==> config.mk <==
export PLATFORM = sky130hd
export DESIGN_NAME = hrrm_ctrl
export DESIGN_NICKNAME = d
export VERILOG_FILES = /design/src/hrrm_pkg.sv /design/src/hrrm_ctrl.sv
export SDC_FILE = /design/constraint.sdc
export NUM_CORES = 1
export LEC_CHECK = 0
export ABC_AREA = 1
export BUFFER_PORTS_ARGS = -buffer_cell sky130_fd_sc_hd__buf_2
export CAP_MARGIN = 40
export CORE_AREA = 4 4 41 43
export CTS_CLUSTER_DIAMETER = 150
export CTS_CLUSTER_SIZE = 10
export DETAILED_ROUTE_END_ITERATION = 6
export DIE_AREA = 0 0 45 47
export PLACE_DENSITY = 0.8
export SYNTH_ARGS = -nofsm -noshare
export SYNTH_HDL_FRONTEND = slang
export SYNTH_SLANG_ARGS = --single-unit
==> constraint.sdc <==
create_clock -name clk -period 2.1 [get_ports clk]
set_clock_uncertainty 0.15 [all_clocks]
set_input_delay 0.42 -clock clk [delete_from_list [all_inputs] [get_ports clk]]
set_output_delay 0.42 -clock clk [all_outputs]
set_load 0.1 [all_outputs]
==> src/hrrm_pkg.sv <==
// shared types and constants of the hid report rate meter
// no dependencies

package hrrm_pkg;

	localparam int NUM_SLOTS_DEF = 16;
	localparam int MAX_LINES = 16;
	localparam int MIN_VOTES = 8;
	localparam logic [63:0] NS_PER_SEC = 64'd1000000000;
	localparam logic [63:0] QUARTER_SEC_NS = 64'd250000000;
	localparam logic [31:0] GAP_RESET = 32'd50000000;

	localparam logic [1:0] CMD_EVENT = 2'd0;
	localparam logic [1:0] CMD_STOP = 2'd1;
	localparam logic [1:0] CMD_SUMMARY = 2'd2;

	localparam logic [1:0] REG_ENABLE = 2'd0;
	localparam logic [1:0] REG_WINDOW = 2'd1;
	localparam logic [1:0] REG_GAP = 2'd2;

	localparam logic [1:0] ROLE_UNKNOWN = 2'd0;
	localparam logic [1:0] ROLE_MOUSE = 2'd1;
	localparam logic [1:0] ROLE_KEYBOARD = 2'd2;

	typedef enum logic [3:0] {
		ST_IDLE,
		ST_SEARCH,
		ST_ALLOC,
		ST_UPDATE,
		ST_TIME,
		ST_STOPSCAN,
		ST_STOPCHK,
		ST_FLUSH,
		ST_FLUSHOUT,
		ST_SUMMARY,
		ST_SUMOUT
	} state_t;

	// controller to datapath
	typedef struct packed {
		logic load;        // capture input item
		logic clr_idx;     // slot index to zero
		logic inc_idx;     // next slot
		logic match_chk;   // compare key of current slot
		logic alloc;       // take new slot
		logic err_upd;     // count error
		logic good_upd;    // length vote, interval, counts
		logic time_upd;    // window start and flush check
		logic max_upd;     // fold last time into stop max
		logic stop_chk;    // evaluate stop condition
		logic line_ld;     // load output line from current slot
		logic sum_sel;     // line from totals
		logic win_clr;     // clear window stats of current slot
		logic set_start;   // window start to flush time
		logic out_last;    // mark line as last
	} cmd_t;

	// datapath to controller
	typedef struct packed {
		logic idx_end;     // index reached slot count
		logic idx_last;    // last slot or last line of budget
		logic matched;
		logic full;
		logic dir_in;
		logic is_err;
		logic flush_go;
		logic stop_go;
		logic win_active;  // current slot has reports in window
		logic no_slots;
		logic more_lines;  // another line follows in flush
		logic lines_left;  // line budget not spent
		logic out_busy;
		logic [1:0] cmd;
	} status_t;

endpackage

==> src/hrrm_ctrl.sv <==
// controller of the hid report rate meter
// uses hrrm_pkg

module hrrm_ctrl (
	input  logic               clk,
	input  logic               arst_n,
	input  logic               enable,
	input  logic               in_valid,
	output logic               in_stall,
	input  hrrm_pkg::status_t  st,
	output hrrm_pkg::cmd_t     cm
);
	import hrrm_pkg::*;

	state_t state_q, state_n;

	// state register
	always_ff @(posedge clk or negedge arst_n) begin
		if (!arst_n) state_q <= ST_IDLE;
		else state_q <= state_n;
	end

	// next state and commands
	always_comb begin
		state_n = state_q;
		cm = '0;
		in_stall = 1'b1;
		case (state_q)
			ST_IDLE: begin
				in_stall = 1'b0;
				if (in_valid) begin
					cm.load = 1'b1;
					cm.clr_idx = 1'b1;
					if (enable) begin
						if (st.cmd == CMD_EVENT) state_n = ST_SEARCH;
						else if (st.cmd == CMD_STOP) state_n = ST_STOPSCAN;
						else if (st.cmd == CMD_SUMMARY) state_n = ST_SUMMARY;
					end
				end
			end
			ST_SEARCH: begin
				if (!st.dir_in) state_n = ST_IDLE;
				else if (st.idx_end) begin
					if (st.full) state_n = ST_IDLE;
					else state_n = ST_ALLOC;
				end else if (st.matched) state_n = ST_UPDATE;
				else cm.inc_idx = 1'b1;
			end
			ST_ALLOC: begin
				cm.alloc = 1'b1;
				state_n = ST_UPDATE;
			end
			ST_UPDATE: begin
				if (st.is_err) begin
					cm.err_upd = 1'b1;
					state_n = ST_IDLE;
				end else begin
					cm.good_upd = 1'b1;
					state_n = ST_TIME;
				end
			end
			ST_TIME: begin
				cm.time_upd = 1'b1;
				cm.clr_idx = 1'b1;
				if (st.flush_go) state_n = ST_FLUSH;
				else state_n = ST_IDLE;
			end
			ST_STOPSCAN: begin
				if (st.idx_end) state_n = ST_STOPCHK;
				else begin
					cm.max_upd = 1'b1;
					cm.inc_idx = 1'b1;
				end
			end
			ST_STOPCHK: begin
				cm.stop_chk = 1'b1;
				cm.clr_idx = 1'b1;
				if (st.stop_go) state_n = ST_FLUSH;
				else state_n = ST_IDLE;
			end
			ST_FLUSH: begin
				if (st.idx_end) begin
					cm.set_start = 1'b1;
					state_n = ST_IDLE;
				end else if (!st.out_busy) begin
					cm.win_clr = 1'b1;
					cm.inc_idx = 1'b1;
					if (st.win_active && st.lines_left) begin
						cm.line_ld = 1'b1;
						cm.out_last = !st.more_lines;
					end
				end
			end
			ST_SUMMARY: begin
				if (st.idx_end || !st.lines_left) state_n = ST_IDLE;
				else if (!st.out_busy) begin
					cm.line_ld = 1'b1;
					cm.sum_sel = 1'b1;
					cm.out_last = st.idx_last;
					cm.inc_idx = 1'b1;
				end
			end
			default: state_n = ST_IDLE;
		endcase
	end
endmodule

; Yosys cells after proc, flatten, opt, wreduce, memory -nomap -nowiden
; Cells that the tools add are included.
; Widths: inputs -> output; s select.
[totals]
out_inout_bits = 16
input_bits = 19
elab_cells = 76
register_bits = 4
[op_classes]
eq_ne = 17
n_reduce_logical = 8
n_mux = 50
[ops]
columns = cell, n
row1 = $mux 4, 11
row2 = $pmux 4 s9, 1
row3 = $mux 1, 25
row4 = $eq 4x3->1 const B, 4
row5 = $mux 2, 6
row6 = $ne 2x2->1 const B, 5
row7 = $mux 3, 3
row8 = $eq 4x2->1 const B, 2
row9 = $ne 4x4->1 const B, 2
row10 = $reduce_and 7->1, 1
row11 = $pmux 1 s2, 3
row12 = $eq 4x1->1 const B, 1
row13 = $eq 4x4->1 const B, 1
row14 = $logic_not 4->1, 1
row15 = $pmux 1 s4, 1
row16 = $eq 2x1->1 const B, 1
row17 = $eq 2x2->1 const B, 1
row18 = $logic_not 1->1, 2
row19 = $logic_not 2->1, 1
row20 = $reduce_or 2->1, 1
row21 = $logic_and 1x1->1, 1
row22 = $logic_or 1x1->1, 1

; Logic depth before layout (Yosys ltp)
[depth]
word_depth = 7
mapped_depth = 9
mapped_depth_nobuf = 9

; Worst setup path before layout
; No wires, ideal clock.
[synth_path]
path_kind = register -> output
startpoint = register state_q[1]
endpoint = output port cm[13] in the netlist's numbering
n_path_buf = 0
arrival_time_ns = 3.627
path_stages_with_launch = 4
slack_ns = -2.097
required_ns = 1.530
cell_sequence = dfrtp_1 -> nor2_2 -> nand2_1 -> o21ai_0
[synth_rtl]
columns = item, line_no
row1 = from (decl), hrrm_ctrl.sv:15  ; state_t state_q, state_n;
row2 = from (signal assigned), hrrm_ctrl.sv:20  ; else state_q <= state_n;
row3 = to (decl), hrrm_ctrl.sv:11  ; output hrrm_pkg::cmd_t cm

==> results.cfg <==
[finish]
drive_gt1_frac = 0.526
fin_nets = 176
multi_input_area_sq_um = 488
top_register = state_q
largest_reg_flops = 4
ff_latch_area_sq_um = 104
diodes = 0
fin_area_sq_um = 1210
final.fill_count = 45
area_delta_synth_final_pct = 111
top_regs = state_q x4

[sta]
period_minus_slack_ps = 2240
fin_tns_setup_ps = -265
rsz0062_at_grt = true
worst_slack_ps = -141
hold_slack_ps = 358
hold_viol_final = 0
fmax_ghz = 0.446
final_max_slew_viol_count = 0
finalCritPeriodShare = 1.07
setup_violations = 3

[clock_network]
cts_made_buffers = 3
clk_pin_slew_ps = 50
ctsLongestPathBuffers = 2
cts_root_buf = clkbuf_4
clkLatencyLatePin_ps = 250
cts_max_level = 1
cts_tree = yes
cts_sinks = 4

[floorplanning]
die_x_microns = 45
start_util = 0.441
rows = 13
die_area_sq_um = 2120
die_y_microns = 47
core-area_sq_um = 1300
pin_count = 35

[grt]
antenna_found_initial = 0
grt_max_degree = 9
grt_pass1_wl_mm = 3.87
overflow = 0
use_met3 = 0.0728
use_met2 = 0.480
busiest_layer = met2
grt_util_met1 = 0.284
grt_use_total = 0.255
grt_pass1_vias = 826

[critical_path]
slowest_delay_ps = 450
path_cells = inv_2 -> nor2_1 -> nand4_1 -> clkinvlp_4 -> nand2_2 -> o21ai_4 -> buf_12
crit_family = flip-flops
crit_cells = 7
crit_start = state_q[3]
crit_arrival_ps = 1670
cp-end-kind = output port
cp_num_buf_inv = 3
startpoint_type = register
cp_data_required_time_ps = 1530
critPathKind = register to output port
ff2ff_path_depth = 9
critPathSlowestCell = dfrtp_2
rr_startpoint = state_q[1]
worstPathMaxFanout = 3

[flow_run]
maxCapViolCount = 0

[routing]
route.detailed.drc = 0
firstDrtPassIters = 5
drt_iter0_markers = 104
wl_per_cell_microns = 18.4
via_per_inst = 5.89
routed_wl_mm = 3.15
antenna_left = 0
vias = 1007

[synth]
synthTopCellsByArea = nand2_1 19%, dfrtp_1 17%, inv_1 12%
synth.most_common_cell = nand2_1
synthTopCellsByCount = 29 x nand2_1, 18 x inv_1, 18 x nor2_1
ys.flop_type = dfrtp_1
synth_edf_count = 0
yosysTopAreaCellShare = 0.190
ys_seq_elements = 4
synthArstFlopShare = 1.00
synth.avg_cell_area_sq_um = 5.42
ys.warnings.count = 0
synth_cell_types = 18
syn_inst = 106
synth.cell_area_sq_um = 574
syn-num-nets = 125
synth_top_area_cell = nand2_1
synth_sequential_area_ratio = 0.174

[power]
peakVddDrop_v = 0.00154
seqPwrFrac = 0.099
switchingPower_w = 0.00108
combPwrFrac = 0.836
pwr-share-clk = 0.065
cellPowerDensity_nw_per_um2 = 1470
switching_share = 0.606
p_int_w = 0.000701
p_leak_nw = 0.665

[hold_path]
min_path_type = primary input to async pin

[placed_design]
placed_area_sq_um = 1050
io_buffers = 32
globalplace.congestion = 0.947
dp_hpwl_mm = 1.62

[status]
outcome = complete, but fails checks
violations = negative setup slack
metal layers:
layer	wire, microns	share of wire	vias to the layer above
li1	-	-	422
met1	1030	0.33	456
met2	1500	0.48	99
met3	405	0.13	30
met4	206	0.065	0
met5	0	0	-
final cells by class:
class                      count  area share
multi-input combinational     79       0.403
clock buffer                   4      0.0217
tap                           15      0.0155
inverter                      22      0.0733
sequential                     4      0.0857
timing repair buffer          47       0.401
cell usage in the layout (no fill, tap or decap), types with 2 or more instances in the layout:
cell / instances
nand2_1: 24
nand2_2: 4
buf_12: 14
buf_4: 13
nor2_4: 8
inv_2: 4
nor3_2: 2
a21oi_1: 2
dfrtp_2: 3
buf_2: 18
nor2_2: 4
nand3_1: 12
clkbuf_4: 4
nor2_1: 12
nand4_1: 4
o21ai_4: 2
inv_1: 16
worst reg2reg max path, stage by stage, from the launching register on:
cell     delay (ps)
dfrtp_2         450
buf_4           180
nor2_4           60
buf_4           150
nand3_1          70
nand2_1          90
nor2_1          180
nand2_1          90
nand2_1         100
nand2_1          70
path summary, 6_finish.rpt:
check	endpoint	slack, ps
min in group clk	state_q[3]	470
hold reg to reg	state_q[0]	570
hold / removal	state_q[0]	360
setup reg to reg	state_q[1]	390
max in group asynchronous	state_q[1]	1300
setup / recovery	cm[0]	-140
power by group through the flow:
stage	clock, W	sequential [W]	combinational [W]
after detailed placement	0	0.000172	0.00119
final	0.000116	0.000176	0.00149
after global routing	0.000121	0.000173	0.00154
after CTS	0.000113	0.000164	0.00125
after floorplan	0	0.000158	0.000869
after global placement	0	0.000167	0.00117
what timing repair did:
action	in CTS	in global routing
pin swaps	4	6
endpoints found under the setup margin	3	7
hold buffers	1	0
buffers inserted	5	6
resized for setup	3	7
hold endpoints to repair	4	0
cell families after synthesis:
logic type	Yosys count	share of synthesized area
AOI/OAI and AO/OA	4	0.0348
buffers and inverters	23	0.157
other	1	0.00653
DFF	4	0.174
and+or+nand+nor	74	0.627
stage by stage:
step / total power [W] / utilization / setup WS (ps) / cells
final: 0.00178 / 0.931 / -141 / 171
after global routing: 0.00183 / 0.931 / -173 / 171
after CTS: 0.00153 / 0.867 / -42.0 / 165
after detailed placement: 0.00136 / 0.807 / 28.4 / 155
after global placement: 0.00133 / 0.807 / 86.9 / 155
after floorplan: 0.00103 / - / -332 / 106
Power figures use the tool's default switching activity.
